$ cat src/hw/rtl/prs80_pkg.sv
// ----------------------------------------------------------------------------
// PRESENT-80 package
// Widths, S-box tables, permutations, key schedule and datapath commands.
// ----------------------------------------------------------------------------
`default_nettype none

package prs80_pkg;

   localparam int DATA_W = 64;
   localparam int KEY_W  = 80;
   localparam int KEYH_W = 16;
   localparam int RND_W  = 5;

   typedef logic [DATA_W-1:0] block_type;
   typedef logic [KEY_W-1:0]  key_type;
   typedef logic [RND_W-1:0]  round_type;

   typedef enum logic [2:0] {
      OP_HOLD,
      OP_ENC_ROUND,
      OP_KEY_FWD,
      OP_KEY_FWD_XOR,
      OP_DEC_ROUND
   } dp_op_type;

   typedef struct packed {
      logic      load;
      dp_op_type op;
      logic      out_load;
      round_type round;
   } dp_cmd_type;

   function automatic logic [3:0] sbox_fwd(input logic [3:0] x);
      logic [3:0] y;
      case (x)
         4'h0: y = 4'hC;
         4'h1: y = 4'h5;
         4'h2: y = 4'h6;
         4'h3: y = 4'hB;
         4'h4: y = 4'h9;
         4'h5: y = 4'h0;
         4'h6: y = 4'hA;
         4'h7: y = 4'hD;
         4'h8: y = 4'h3;
         4'h9: y = 4'hE;
         4'hA: y = 4'hF;
         4'hB: y = 4'h8;
         4'hC: y = 4'h4;
         4'hD: y = 4'h7;
         4'hE: y = 4'h1;
         default: y = 4'h2;
      endcase
      return y;
   endfunction

   function automatic logic [3:0] sbox_inv(input logic [3:0] x);
      logic [3:0] y;
      case (x)
         4'h0: y = 4'h5;
         4'h1: y = 4'hE;
         4'h2: y = 4'hF;
         4'h3: y = 4'h8;
         4'h4: y = 4'hC;
         4'h5: y = 4'h1;
         4'h6: y = 4'h2;
         4'h7: y = 4'hD;
         4'h8: y = 4'hB;
         4'h9: y = 4'h4;
         4'hA: y = 4'h6;
         4'hB: y = 4'h3;
         4'hC: y = 4'h0;
         4'hD: y = 4'h7;
         4'hE: y = 4'h9;
         default: y = 4'hA;
      endcase
      return y;
   endfunction

   function automatic block_type sub_fwd(input block_type v);
      block_type r;
      for (int n = 0; n < DATA_W/4; n++) begin
         r[4*n +: 4] = sbox_fwd(v[4*n +: 4]);
      end
      return r;
   endfunction

   function automatic block_type sub_inv(input block_type v);
      block_type r;
      for (int n = 0; n < DATA_W/4; n++) begin
         r[4*n +: 4] = sbox_inv(v[4*n +: 4]);
      end
      return r;
   endfunction

   // Bit b moves to 16*(b mod 4) + b/4.
   function automatic block_type perm_fwd(input block_type v);
      block_type r;
      for (int b = 0; b < DATA_W; b++) begin
         r[16*(b & 3) + (b >> 2)] = v[b];
      end
      return r;
   endfunction

   function automatic block_type perm_inv(input block_type v);
      block_type r;
      for (int b = 0; b < DATA_W; b++) begin
         r[4*(b & 15) + (b >> 4)] = v[b];
      end
      return r;
   endfunction

   // One forward step of the key schedule with round counter i.
   function automatic key_type key_update(input key_type k, input round_type i);
      key_type t;
      t = {k[18:0], k[79:19]};
      t[79:76] = sbox_fwd(t[79:76]);
      t[19:15] = t[19:15] ^ i;
      return t;
   endfunction

   // Undoes key_update for the same round counter.
   function automatic key_type key_revert(input key_type k, input round_type i);
      key_type t;
      t = k;
      t[19:15] = t[19:15] ^ i;
      t[79:76] = sbox_inv(t[79:76]);
      return {t[60:0], t[79:61]};
   endfunction

endpackage

`default_nettype wire

$ cat src/hw/rtl/prs80_req_if.sv
// ----------------------------------------------------------------------------
// PRESENT-80 request channel
// Valid/ready channel that carries one block, the key and the request type.
// ----------------------------------------------------------------------------
`default_nettype none

interface prs80_req_if
   import prs80_pkg::*;
();

   logic               valid;
   logic               ready;
   logic               req_type;
   logic [DATA_W-1:0]  data_in;
   logic [DATA_W-1:0]  key_low;
   logic [KEYH_W-1:0]  key_high;

   modport source (output valid, output req_type, output data_in, output key_low,
                   output key_high, input ready);
   modport sink (input valid, input req_type, input data_in, input key_low,
                 input key_high, output ready);
endinterface

`default_nettype wire

$ cat src/hw/rtl/prs80_rsp_if.sv
// ----------------------------------------------------------------------------
// PRESENT-80 response channel
// Valid/ready channel that carries one output block.
// ----------------------------------------------------------------------------
`default_nettype none

interface prs80_rsp_if
   import prs80_pkg::*;
();

   logic              valid;
   logic              ready;
   logic [DATA_W-1:0] data_out;

   modport source (output valid, output data_out, input ready);
   modport sink (input valid, input data_out, output ready);
endinterface

`default_nettype wire

$ cat src/hw/rtl/prs80_datapath.sv
// ----------------------------------------------------------------------------
// PRESENT-80 datapath
// State and key registers, one cipher round or key step per cycle, output
// register.
// ----------------------------------------------------------------------------
`default_nettype none

module prs80_datapath
   import prs80_pkg::*;
(
   input  wire logic              clock,
   input  wire dp_cmd_type        cmd,
   input  wire logic              req_type,
   input  wire logic [DATA_W-1:0] data_in,
   input  wire logic [DATA_W-1:0] key_low,
   input  wire logic [KEYH_W-1:0] key_high,
   output logic      [DATA_W-1:0] data_out
);

   block_type state_ff, state_in;
   key_type   key_ff, key_in;
   logic      mode_ff, mode_in;
   block_type out_ff, out_in;

   key_type   key_next;
   key_type   key_prev;

   always_comb begin
      key_next = key_update(key_ff, cmd.round);
      key_prev = key_revert(key_ff, cmd.round);

      state_in = state_ff;
      key_in   = key_ff;
      mode_in  = mode_ff;
      out_in   = out_ff;

      if (cmd.load) begin
         state_in = data_in;
         key_in   = {key_high, key_low};
         mode_in  = req_type;
      end else begin
         case (cmd.op)
            OP_ENC_ROUND: begin
               state_in = perm_fwd(sub_fwd(state_ff ^ key_ff[KEY_W-1:KEY_W-DATA_W]));
               key_in   = key_next;
            end
            OP_KEY_FWD: begin
               key_in = key_next;
            end
            OP_KEY_FWD_XOR: begin
               // Last forward step: whiten with the final round key.
               key_in   = key_next;
               state_in = state_ff ^ key_next[KEY_W-1:KEY_W-DATA_W];
            end
            OP_DEC_ROUND: begin
               state_in = sub_inv(perm_inv(state_ff)) ^ key_prev[KEY_W-1:KEY_W-DATA_W];
               key_in   = key_prev;
            end
            default: begin
            end
         endcase
      end

      if (cmd.out_load) begin
         out_in = mode_ff ? state_ff : (state_ff ^ key_ff[KEY_W-1:KEY_W-DATA_W]);
      end
   end

   always_ff @(posedge clock) begin
      state_ff <= state_in;
      key_ff   <= key_in;
      mode_ff  <= mode_in;
      out_ff   <= out_in;
   end

   assign data_out = out_ff;

endmodule

`default_nettype wire

$ cat src/hw/rtl/prs80_ctrl.sv
// ----------------------------------------------------------------------------
// PRESENT-80 controller
// Sequences key roll-forward, rounds and output load; owns the handshakes.
// ----------------------------------------------------------------------------
`default_nettype none

module prs80_ctrl
   import prs80_pkg::*;
#(
   parameter int ROUND_COUNT = 31
) (
   input  wire logic clock,
   input  wire logic reset,
   input  wire logic req_valid,
   input  wire logic req_type,
   output logic      req_ready,
   output logic      rsp_valid,
   input  wire logic rsp_ready,
   output dp_cmd_type cmd
);

   localparam logic [2:0] ST_IDLE   = 3'd0;
   localparam logic [2:0] ST_ENC    = 3'd1;
   localparam logic [2:0] ST_KEYFWD = 3'd2;
   localparam logic [2:0] ST_DEC    = 3'd3;
   localparam logic [2:0] ST_FIN    = 3'd4;

   localparam round_type LAST_ROUND  = RND_W'(ROUND_COUNT);
   localparam round_type FIRST_ROUND = RND_W'(1);

   logic [2:0] state_ff, state_in;
   round_type  cnt_ff, cnt_in;
   logic       ovalid_ff, ovalid_in;
   logic       accept;
   logic       out_free;

   assign req_ready = (state_ff == ST_IDLE);
   assign accept    = req_valid && req_ready;
   assign out_free  = !ovalid_ff || rsp_ready;
   assign rsp_valid = ovalid_ff;

   always_comb begin
      state_in     = state_ff;
      cnt_in       = cnt_ff;
      ovalid_in    = ovalid_ff && !rsp_ready;
      cmd.load     = 1'b0;
      cmd.op       = OP_HOLD;
      cmd.out_load = 1'b0;
      cmd.round    = cnt_ff;

      case (state_ff)
         ST_IDLE: begin
            if (accept) begin
               cmd.load = 1'b1;
               cnt_in   = FIRST_ROUND;
               state_in = req_type ? ST_KEYFWD : ST_ENC;
            end
         end
         ST_ENC: begin
            cmd.op = OP_ENC_ROUND;
            if (cnt_ff == LAST_ROUND) begin
               state_in = ST_FIN;
            end else begin
               cnt_in = cnt_ff + FIRST_ROUND;
            end
         end
         ST_KEYFWD: begin
            if (cnt_ff == LAST_ROUND) begin
               cmd.op   = OP_KEY_FWD_XOR;
               state_in = ST_DEC;
            end else begin
               cmd.op = OP_KEY_FWD;
               cnt_in = cnt_ff + FIRST_ROUND;
            end
         end
         ST_DEC: begin
            cmd.op = OP_DEC_ROUND;
            if (cnt_ff == FIRST_ROUND) begin
               state_in = ST_FIN;
            end else begin
               cnt_in = cnt_ff - FIRST_ROUND;
            end
         end
         ST_FIN: begin
            if (out_free) begin
               cmd.out_load = 1'b1;
               ovalid_in    = 1'b1;
               state_in     = ST_IDLE;
            end
         end
         default: begin
            state_in = ST_IDLE;
         end
      endcase
   end

   always_ff @(posedge clock) begin
      if (reset) begin
         state_ff  <= ST_IDLE;
         cnt_ff    <= '0;
         ovalid_ff <= 1'b0;
      end else begin
         state_ff  <= state_in;
         cnt_ff    <= cnt_in;
         ovalid_ff <= ovalid_in;
      end
   end

endmodule

`default_nettype wire

$ cat src/hw/rtl/present80_block_cipher.sv
// ----------------------------------------------------------------------------
// PRESENT-80 block cipher: one round or key-schedule step per cycle.
// One transaction at a time: a new request is accepted only once the previous
// block has reached the output register; a stalled response holds the finished
// block until the output register frees up.
// Reset: synchronous, active high; clears the controller and the output valid.
// ----------------------------------------------------------------------------
`default_nettype none

// The block is split into a controller and a datapath. The datapath holds the
// 64-bit cipher state, the 80-bit key register and a separate output register,
// and performs one step per cycle on command: a forward round (key XOR, S-box
// layer, bit permutation plus a forward key-schedule step), a forward key step
// alone, or an inverse round that first reverts the key register by one step.
//
// Encryption runs ROUND_COUNT forward rounds and then loads the output register
// with the state XORed with the last round key. Decryption first rolls the key
// schedule forward ROUND_COUNT times, whitening the state with the last round
// key on the final step, then runs the inverse rounds while stepping the key
// schedule backward, so no round-key storage is needed.
//
// The output register is independent of the working registers, so a new
// transaction can be accepted while the previous result still waits on the
// response channel. The shared round unit allows one block in flight.

module present80_block_cipher
   import prs80_pkg::*;
#(
   parameter int ROUND_COUNT = 31
) (
   input  wire logic   clock,
   input  wire logic   reset,
   prs80_req_if.sink   req_if,
   prs80_rsp_if.source rsp_if
);

   dp_cmd_type cmd;

   prs80_ctrl #(
      .ROUND_COUNT (ROUND_COUNT)
   ) u_ctrl (
      .clock     (clock),
      .reset     (reset),
      .req_valid (req_if.valid),
      .req_type  (req_if.req_type),
      .req_ready (req_if.ready),
      .rsp_valid (rsp_if.valid),
      .rsp_ready (rsp_if.ready),
      .cmd       (cmd)
   );

   prs80_datapath u_datapath (
      .clock    (clock),
      .cmd      (cmd),
      .req_type (req_if.req_type),
      .data_in  (req_if.data_in),
      .key_low  (req_if.key_low),
      .key_high (req_if.key_high),
      .data_out (rsp_if.data_out)
   );

endmodule

`default_nettype wire

$ cat src/flat_wrapper.sv
// flat-port wrapper written by rule: the top's interface ports become plain ports
module present80_block_cipher_flat import prs80_pkg::*;
#(
   parameter int ROUND_COUNT = 31
)
  (clock, reset, req_if_valid, req_if_req_type, req_if_data_in, req_if_key_low, req_if_key_high, req_if_ready, rsp_if_valid, rsp_if_data_out, rsp_if_ready);
  prs80_req_if req_if_i ();
  prs80_rsp_if rsp_if_i ();
  input  wire logic clock;
  input  wire logic reset;
  input wire logic [$bits(req_if_i.valid)-1:0] req_if_valid;
  input wire logic [$bits(req_if_i.req_type)-1:0] req_if_req_type;
  input wire logic [$bits(req_if_i.data_in)-1:0] req_if_data_in;
  input wire logic [$bits(req_if_i.key_low)-1:0] req_if_key_low;
  input wire logic [$bits(req_if_i.key_high)-1:0] req_if_key_high;
  output wire logic [$bits(req_if_i.ready)-1:0] req_if_ready;
  output wire logic [$bits(rsp_if_i.valid)-1:0] rsp_if_valid;
  output wire logic [$bits(rsp_if_i.data_out)-1:0] rsp_if_data_out;
  input wire logic [$bits(rsp_if_i.ready)-1:0] rsp_if_ready;
  assign req_if_i.valid = req_if_valid;
  assign req_if_i.req_type = req_if_req_type;
  assign req_if_i.data_in = req_if_data_in;
  assign req_if_i.key_low = req_if_key_low;
  assign req_if_i.key_high = req_if_key_high;
  assign req_if_ready = req_if_i.ready;
  assign rsp_if_valid = rsp_if_i.valid;
  assign rsp_if_data_out = rsp_if_i.data_out;
  assign rsp_if_i.ready = rsp_if_ready;
  present80_block_cipher #(.ROUND_COUNT(ROUND_COUNT)) u_core (.clock(clock), .reset(reset), .req_if(req_if_i), .rsp_if(rsp_if_i));
endmodule
$ cat config.mk
export PLATFORM = sky130hd
export DESIGN_NAME = present80_block_cipher_flat
export DESIGN_NICKNAME = d
export VERILOG_FILES = /design/src/hw/rtl/prs80_pkg.sv /design/src/hw/rtl/prs80_req_if.sv /design/src/hw/rtl/prs80_rsp_if.sv /design/src/hw/rtl/prs80_datapath.sv /design/src/hw/rtl/prs80_ctrl.sv /design/src/hw/rtl/present80_block_cipher.sv /design/src/flat_wrapper.sv
export SDC_FILE = /design/constraint.sdc
export NUM_CORES = 1
export LEC_CHECK = 0
export ABC_AREA = 0
export BUFFER_PORTS_ARGS = -buffer_cell sky130_fd_sc_hd__buf_2
export CAP_MARGIN = 20
export CORE_ASPECT_RATIO = 0.6
export CORE_MARGIN = 1.5
export CORE_UTILIZATION = 31
export DETAILED_ROUTE_END_ITERATION = 8
export GPL_TIMING_DRIVEN = 0
export MAX_ROUTING_LAYER = met4
export PLACE_DENSITY_LB_ADDON = 0.05
export SYNTH_ARGS = -nofsm -noshare
export SYNTH_HDL_FRONTEND = slang
export SYNTH_SLANG_ARGS = --single-unit
$ cat constraint.sdc
create_clock -name clock -period 5.4 [get_ports clock]
set_clock_uncertainty 0.2 [all_clocks]
set_input_delay 1.08 -clock clock [delete_from_list [all_inputs] [get_ports clock]]
set_output_delay 1.08 -clock clock [all_outputs]
set_load 0.005 [all_outputs]
==> results.toml, run 1 <==
[timing]
fmax_ghz = 0.186
max_slew_margin_pct = 14.4
tightestPinTransition_ps = 1280
rsz0062_at_grt = "false"
fin_crit_ps = 5370
post-route-period-util_pct = 99.4
hold_viol = 0
fin_tns_setup_ps = 0
timing.hold.ws_ps = 434
slew_viol_final = 0
setup_violations = 0

[drt]
vias = 18600
drc = 0
finalWirelength_mm = 113
drt_iter0_markers = 2379
drtAntennaViolNets = 0
viasPerCell = 5.46
first_pass_iters = 6
wl_per_cell_um = 33.1

[worst_setup_path]
start_kind = "flip-flop"
path_cells = "ha_1 > and3_1 > ha_1 > clkbuf_2 > nor2_1 > nor2_2 > buf_2 > buf_2 > nor2_1 > nor3_1 > o31ai_1 > inv_1 > ha_1 > mux4_2"
worst_ep_required_time_ps = 5650
cp_max_fo = 10
slowest_delay_ps = 600
path_class = "reg -> reg"
endpoint_kind = "flip-flop"
path_buf_inv = 4
slowest_stage = "o31ai_1"
cpLargestDelayFamily = "simple AND/OR/NAND/NOR gates"
critPathArrivalTime_ps = 5610
crit_top_cell = "ha_1"

[synthesis]
synth.largest_area_cell = "edfxtp_1"
ys_seq_area_share_pct = 35.3
syn_inst = 2131
synth_seq_cells = 290
avgSynthCellArea_um2 = 10.5
yosysTopAreaCellShare_pct = 28.0
ys.flop_type = "edfxtp_1"
synth.area.top_cells = "edfxtp_1, ha_1, mux2i_1"
yosys-top-cells-count = "edfxtp_1, mux2i_1, xnor2_1"
synth_cell_types = 78
synth.cell_area_um2 = 22400
synth_nets = 2455
synth_warnings = 0
async_reset_ff_share_pct = 0
synth.most_common_cell = "edfxtp_1"
synth_edf_count = 209

[cts]
cts-root-buf = "clkbuf_16"
cts_made_buffers = 36
clk_pin_slew_ps = 60
clock-sinks = 290
clockBufferDepth = 3
cts_tree = "yes"
postCtsSetupRepairBufs = 0
cts_hold_buf = 0
cts_resized = 1
clkLatencyLatePin_ps = 590
htreeDepth = 2

[flow_run]
maxCapViolCount = 0

[outcome]
outcome = "completed"

[floorplanning]
die-area_um2 = 73900
io_pins = 215
core-area_um2 = 71600
initial_utilization_pct = 31.3
die_h_um = 211
rows = 76
die_x_um = 350

[min_path]
hold_path_class = "reg -> reg"

[placement]
dp_hpwl_mm = 86.1
routabilityCongestion = 0.974
io_buffers = 213

[grt]
track_usage_pct = 31.1
grt_pass1_vias = 17800
grt_pass1_wl_mm = 151
antenna_found_initial = 8
grt_max_degree = 68
gr-total-overflow = 0

[finish]
drive_gt1_share_pct = 21.1
nets = 2719
syn_to_final_growth_pct = 17.1
fillers = 7265
## worst register-to-register path, cell delays in order (launching register included)
cell and delay [ps]:
dfxtp_1 400, ha_1 270, and3_1 190, ha_1 170
clkbuf_2 180, nor2_1 600, nor2_2 400, buf_2 360
buf_2 350, nor2_1 310, nor3_1 110, o31ai_1 600
inv_1 240, ha_1 370, mux4_2 500
## cell families after synthesis
group                      after synthesis  share of synthesized area [%]
AOI/OAI and AO/OA                      419                           12.4
and+or+nand+nor                        369                           7.59
muxes                                  295                           17.1
buffers and inverters                  292                           5.66
xor gates and xnor gates               291                           12.1
DFF                                    290                           35.3
adders and majority gates              175                           9.78
## layout make-up
type                       instances  area [um^2]  share of cell area [%]
clock inverter                    17          269                    1.03
timing repair buffer             226         1300                    4.95
clock buffer                      47          993                    3.79
antenna                            6         15.0                  0.0573
inverter                         153          574                    2.19
buffer                           139          714                    2.73
multi-input combinational       1549        13200                    50.5
sequential                       290         7900                    30.1
tap                              975         1220                    4.65
## per-stage QoR
stage / setup slack [ps] / cell area, um^2 / instances / utilization [%]
finish: 31.9 / 26200 / 3402 / 36.6
global route: 11.0 / 26200 / 3398 / 36.6
CTS: 32.6 / 26100 / 3393 / 36.5
detailed placement: -105 / 24900 / 3329 / 34.7
global placement: -3110 / 24700 / 3319 / 34.5
floorplan: 60.9 / 22400 / 2131 / -
## cells in the final DEF, fill, tap and decap left out, types with 81 or more instances in the layout
cell | Yosys | layout
mux2i_1 | 199 | 199
ha_1 | 175 | 175
o21ai_0 | 130 | 130
inv_1 | 147 | 147
dfxtp_1 | 81 | 81
nand2_1 | 176 | 176
xor2_1 | 93 | 93
buf_2 | 59 | 270
xnor2_1 | 178 | 178
edfxtp_1 | 209 | 209
## path summary, 6_finish.rpt
| check | from | to | slack [ps] | cells after the start |
|---|---|---|---|---|
| worst max-delay path | u_core.u_ctrl.cnt_ff[0] | flip-flop | 30 | 14 |
| worst min-delay path | u_core.u_ctrl.cnt_ff[0] | u_core.u_ctrl.cnt_ff[0] | 430 | 2 |
| worst max register to register | u_core.u_ctrl.cnt_ff[0] | flip-flop | 30 | 14 |
| worst min register to register | u_core.u_ctrl.cnt_ff[0] | u_core.u_ctrl.cnt_ff[0] | 430 | 2 |
## routing by layer
metal | GRT usage, % | share of wire (%)
met5 | - | 0
met2 | 42.5 | 41
met3 | 6.45 | 8.9
met4 | 7.33 | 2.2
met1 | 46.2 | 48
Power of run 1 is left out: the tool's default activity adds up to more than one toggle a clock period on the data nets, which glitch-free logic cannot reach.
==> run 2, diff against run 1 <==
--- a/config.mk
+++ b/config.mk
@@ -14,7 +14,8 @@
 export DETAILED_ROUTE_END_ITERATION = 8
 export GPL_TIMING_DRIVEN = 0
 export MAX_ROUTING_LAYER = met4
-export PLACE_DENSITY_LB_ADDON = 0.05
+export PLACE_DENSITY = 0.53
+export RECOVER_POWER = 50
 export SYNTH_ARGS = -nofsm -noshare
 export SYNTH_HDL_FRONTEND = slang
 export SYNTH_SLANG_ARGS = --single-unit
==> run 2 against run 1 <==
Compared with the run above: the run now ends with negative setup slack left; cell area shrank 0.72%; core utilization shrank 0.26 points; setup slack got worse by 75 ps; non-clock buffer count down 3; critical path type unchanged; highest routed layer unchanged; first-iteration DRC count grew 20%; global-route usage fell by 1.9 points; flip-flop and latch count unchanged.
==> results.toml, run 2 (synthesis gave the netlist of run 1 again) <==
[timing]
max_slew_margin_pct = 15.3
rsz0062_at_grt = "false"
fmax_ghz = 0.184
worst_slack_ps = -43.3
fin_crit_ps = 5440
hold_viol = 0
setup_violations = 1
post-route-period-util_pct = 101
timing.hold.ws_ps = 446
tightestPinTransition_ps = 1270
slew_viol_final = 0

[min_path]
min_path_cells = 2
min_delay_worst_endpoint = "u_core.u_ctrl.cnt_ff[4]"
hold_start = "u_core.u_ctrl.cnt_ff[4]"
hold_path_class = "reg -> reg"

[worst_setup_path]
start_kind = "flip-flop"
path_class = "reg -> reg"
slowest_delay_ps = 780
worstRegToRegCells = 14
cpLargestDelayFamily = "simple AND/OR/NAND/NOR gates"
path_buf_inv = 4
critPathArrivalTime_ps = 5690
cp_max_fo = 10
slowest_stage = "o31ai_1"
path_cells = "ha_1 > and3_1 > ha_1 > clkbuf_2 > nor2_1 > nor2_2 > buf_2 > buf_2 > nor2_1 > nor3_1 > o31ai_1 > inv_1 > ha_1 > mux4_2"
crit_top_cell = "ha_1"
endpoint_kind = "flip-flop"
rrSetupSlack_ps = -40
worst_ep_required_time_ps = 5650
r2r-start = "u_core.u_ctrl.cnt_ff[0]"

[cts]
cts_tree = "yes"
clock-sinks = 290
clk_pin_slew_ps = 70
clkLatencyLatePin_ps = 590
clockBufferDepth = 3
cts-root-buf = "clkbuf_16"
postCtsSetupRepairBufs = 0
cts_hold_buf = 0
cts_made_buffers = 35
htreeDepth = 2

[grt]
grt_max_degree = 49
met1_usage_pct = 42.3
grt_pass1_wl_mm = 143
use_met2_pct = 38.6
antenna_found_initial = 4
met3_usage_pct = 9.11
busiest_layer = "met1"
track_usage_pct = 29.2
grt_pass1_vias = 17700
gr-total-overflow = 0

[floorplanning]
die_x_um = 350
initial_utilization_pct = 31.3
io_pins = 215
core-area_um2 = 71600
rows = 76
die-area_um2 = 73900
die_h_um = 211

[drt]
viasPerCell = 5.61
drc = 0
drtAntennaViolNets = 0
finalWirelength_mm = 107
drt_iter0_markers = 2863
wl_per_cell_um = 31.4
first_pass_iters = 6
vias = 19000

[finish]
layout_commonest_cell = "buf_2"
drive_gt1_share_pct = 19.2
final_cell_mix = "buf_2, edfxtp_1, mux2i_1"
stdcell_area_um2 = 26000
syn_to_final_growth_pct = 16.3
nets = 2715

[placement]
dpl_cell_area_um2 = 24900
post-place-ws_ps = 69.8
io_buffers = 213
dp_hpwl_mm = 81.6
routabilityCongestion = 1.02

[outcome]
violations = "negative setup slack"
outcome = "finished with violations"

[flow_run]
maxCapViolCount = 0
-- run 2: cell count changes in the layout (fill, tap and decap cells not counted), sizes merged --
cell / before / now
buf: 308 / 259
clkbuf: 104 / 150
diode: 6 / 3
clkinvlp: 2 / 0
bufinv: 7 / 6
clkinv: 8 / 9
inv: 153 / 154
-- run 2: final cells by class --
class / count / area [um^2]
Clock inverter: 16 / 240
Buffer: 139 / 682
Tap cell: 975 / 1220
Sequential cell: 290 / 7900
Inverter: 153 / 574
Clock buffer: 47 / 1010
Antenna cell: 3 / 7.51
Fill cell: 7185 / 45600
Multi-Input combinational cell: 1549 / 13200
Timing Repair Buffer: 223 / 1180
-- run 2: metrics by stage --
step,std cells,TNS [ps],utilization [%]
3_5_place_dp,3328,0,34.7
3_3_place_gp,3319,-222240,34.5
5_1_grt,3392,0,36.3
6_report,3395,-43.3,36.3
4_1_cts,3391,0,36.5
2_1_floorplan,2131,0,-
-- run 2: per-layer routing --
| metal | part of all wire [%] | wire length [um] |
|---|---|---|
| met2 | 39 | 42000 |
| met5 | 0 | 0 |
| met4 | 2.5 | 2660 |
| met3 | 13 | 14000 |
| met1 | 45 | 47900 |
-- run 2: how the worst max path moves through the flow --
stage / start / cells past startpoint / to
CTS: u_core.u_ctrl.cnt_ff[2] / 14 / flip-flop
floorplan: req_if_valid / 7 / u_core.u_datapath.key_prev[18]
finish: u_core.u_ctrl.cnt_ff[0] / 14 / flip-flop
global placement: req_if_valid / 9 / u_core.u_datapath.key_next[79]
detailed placement: u_core.u_ctrl.cnt_ff[2] / 14 / flip-flop
global route: u_core.u_ctrl.cnt_ff[0] / 14 / flip-flop
-- run 2: worst register-to-register path: stages, from the launching register on --
cell and delay [ps]:
dfxtp_1 420, ha_1 280, and3_1 190, ha_1 170, clkbuf_2 180, nor2_1 600, nor2_2 390, buf_2 360
buf_2 320, nor2_1 240, nor3_1 90, o31ai_1 780, inv_1 240, ha_1 390, mux4_2 480
-- run 2: repair_timing --
item	CTS	global route
endpoints found under the hold margin	0	0
setup endpoints to repair	0	5
resized for setup	0	2
Power of run 2 is left out for the same reason.
==> run 3, diff against run 2 <==
--- a/config.mk
+++ b/config.mk
@@ -18,4 +18,5 @@
 export RECOVER_POWER = 50
 export SYNTH_ARGS = -nofsm -noshare
 export SYNTH_HDL_FRONTEND = slang
+export SYNTH_HIERARCHICAL = 1
 export SYNTH_SLANG_ARGS = --single-unit
==> run 3 against run 2 <==
Compared with the run above: the run ends with max-capacitance violations, max-slew violations left; synthesized cell count up 9.5%; clock-buffer cell count is 1 higher; via count rose by 12%; non-clock buffer count increased by 23; critical path depth is 4 lower; setup slack better by 74 ps; register-to-register slack gained 70 ps; final cell count up 6.8%; global-route usage increased by 1.7 points; core utilization rose by 0.51 points; sequential share of layout area decreased by 1.3 points; fmax grew 1.4%; critical path type unchanged; highest routed layer unchanged.
==> results.toml, run 3 <==
[outcome]
outcome = "finished with violations"
violations = "max-capacitance violations, max-slew violations"

[finish]
nets = 2946
layout_commonest_cell = "buf_2"
syn_to_final_growth_pct = 17.4
fillers = 7523
fin_util_pct = 36.9
final_cell_mix = "buf_2, edfxtp_1, xnor2_1"
drive_gt1_share_pct = 17.7

[drt]
wl_per_cell_um = 32.6
vias = 21300
drc = 0
finalWirelength_mm = 118
drtAntennaViolNets = 0
first_pass_iters = 5
viasPerCell = 5.86
drt_iter0_markers = 2824

[cts]
cts-root-buf = "clkbuf_16"
clock-sinks = 290
cts_tree = "yes"
cts_made_buffers = 36
clockBufferDepth = 3
htreeDepth = 2
clkLatencyLatePin_ps = 590
cts_hold_buf = 0
clk_pin_slew_ps = 60

[timing]
slew_viol_final = 41
max_slew_margin_pct = -13.6
fmax_ghz = 0.186
setup_violations = 0
fin_crit_ps = 5370
tightestPinTransition_ps = 1700
post-route-period-util_pct = 99.4
worst_slack_ps = 30.7
hold_viol = 0

[worst_setup_path]
slowest_delay_ps = 940
path_cells = "clkbuf_1 > nor3_1 > and2_1 > clkbuf_1 > clkbuf_4 > clkbuf_2 > clkdlybuf4s15_2 > clkbuf_1 > clkbuf_1 > a21oi_1"
cp_max_fo = 10
slowest_stage = "clkbuf_1"
start_kind = "flip-flop"
endpoint_kind = "flip-flop"
rrSetupSlack_ps = 30
critPathArrivalTime_ps = 5410
reg2reg_to = "u_core/u_datapath/state_ff[48]"
r2r-start = "u_core/u_ctrl/state_ff[2]"
crit_top_cell = "clkbuf_1"
path_buf_inv = 7
worstRegToRegCells = 10
worst_ep_required_time_ps = 5450
cpLargestDelayFamily = "buffers and inverters"
path_class = "reg -> reg"

[placement]
dp_hpwl_mm = 90.8
io_buffers = 213
post-place-ws_ps = -1040
routabilityCongestion = 1.01

[synthesis]
synth_warnings = 6
synth_cell_types = 90
muxShareOfSynthArea_pct = 12.0
synth_seq_cells = 290
synth-simple-area-share_pct = 9.46
syn_inst = 2334
synth.cell_area_um2 = 23200
synth.largest_area_cell = "edfxtp_1"
yosysTopAreaCellShare_pct = 27.1
synth-compound-area-share_pct = 17.2
ys_seq_area_share_pct = 34.1
synth_nets = 2674
synth.area.top_cells = "edfxtp_1, ha_1, mux2i_1"
yosys-top-cells-count = "edfxtp_1, xnor2_1, ha_1"
synthXorXnorAreaFrac_pct = 11.8
synth.most_common_cell = "edfxtp_1"
async_reset_ff_share_pct = 0
synth_top_family_by_area = "compound AO/OA/AOI/OAI gates"
synth_edf_count = 209
avgSynthCellArea_um2 = 9.92
ys.flop_type = "edfxtp_1"
synthAdderAreaFrac_pct = 10.3

[grt]
met1_usage_pct = 44.9
grt_pass1_vias = 19600
busiest_layer = "met1"
use_met2_pct = 41.0
grt_pass1_wl_mm = 159
met3_usage_pct = 8.32
track_usage_pct = 30.9
antenna_found_initial = 3
gr-total-overflow = 0
grt_max_degree = 90

[min_path]
min_path_cells = 2
hold_start = "u_core/u_ctrl/rsp_valid"
min_delay_worst_endpoint = "u_core/u_ctrl/rsp_valid"
hold_path_class = "reg -> reg"

[floorplanning]
die_x_um = 356
io_pins = 215
die-area_um2 = 76400
rows = 77
core-area_um2 = 73800
initial_utilization_pct = 31.4
die_h_um = 215

[flow_run]
maxCapViolCount = 2
## run 3: cell types whose count changed in the layout (fill, tap and decap cells not counted), moves of 13 or more
| cell | change |
|---|---|
| o22ai_1 | +25 |
| and2_1 | +13 |
| o21ai_0 | -20 |
| nand2b_1 | +15 |
| xnor2_1 | +17 |
| o22a_1 | -17 |
| a2bb2oi_1 | +38 |
| o221ai_1 | +27 |
| a211oi_1 | +19 |
| mux4_2 | -25 |
| buf_2 | -20 |
| nand2_1 | -27 |
| ha_1 | +16 |
| nand3_1 | +20 |
## run 3: routing by layer
metal,wire length (um),vias up
li1,-,8984
met1,54300,10700
met2,46600,1337
met3,13600,209
met4,3740,0
met5,0,-
## run 3: worst register-to-register path: cells and delay by family (launching register included)
kind / cells / cell delay, ps
AOI/OAI and AO/OA: 1 / 220
and+or+nand+nor: 2 / 500
buffers and inverters: 7 / 3810
DFF: 1 / 340
## run 3: layout make-up
class	instances	area, um^2	share of cell area (%)
repair buffers	237	1350	4.95
well taps	987	1230	4.54
multi-input cells	1748	14300	52.5
plain buffers	148	748	2.75
flip-flops and latches	290	7900	29.0
clock inverters	16	163	0.598
diodes	6	15.0	0.0552
clock buffers	48	977	3.59
inverters	145	544	2.00
## run 3: through the flow
step | hold WS, ps | TNS (ps) | area, um^2 | cells
after CTS | 394 | -859 | 27000 | 3614
final | 385 | 0 | 27200 | 3625
after detailed placement | 380 | -42080 | 25700 | 3548
after global placement | 351 | -285600 | 25500 | 3534
after global routing | 409 | -32.3 | 27200 | 3619
after floorplan | 326 | 0 | 23200 | 2334
## run 3: worst max-delay path by stage
stage / start / end / slack [ps] / cells after the start
after CTS: u_core/u_ctrl/cnt_ff[1] / flip-flop / -200 / 17
after global placement: rsp_if_ready / u_core/u_datapath/data_out[40] / -2020 / 3
after floorplan: u_core/u_ctrl/cnt_ff[1] / flip-flop / 550 / 17
final: u_core/u_ctrl/state_ff[2] / u_core/u_datapath/state_ff[48] / 30 / 10
after detailed placement: req_if_valid / flip-flop / -1040 / 13
after global routing: u_core/u_ctrl/cnt_ff[0] / flip-flop / -30 / 16
## run 3: cells by family after synthesis
| kind of cell | Yosys count |
|---|---|
| buf+inv | 296 |
| flops | 290 |
| simple gates | 441 |
| compound gates | 571 |
| mux | 243 |
| fa+ha+maj | 191 |
| xor+xnor | 302 |
## run 3: timing repair
item,in CTS,in global routing
resized for setup,30,58
setup endpoints to repair,75,69
hold endpoints to repair,0,0
buffers inserted,4,6
pin swaps,3,2
Power of run 3 is left out for the same reason.
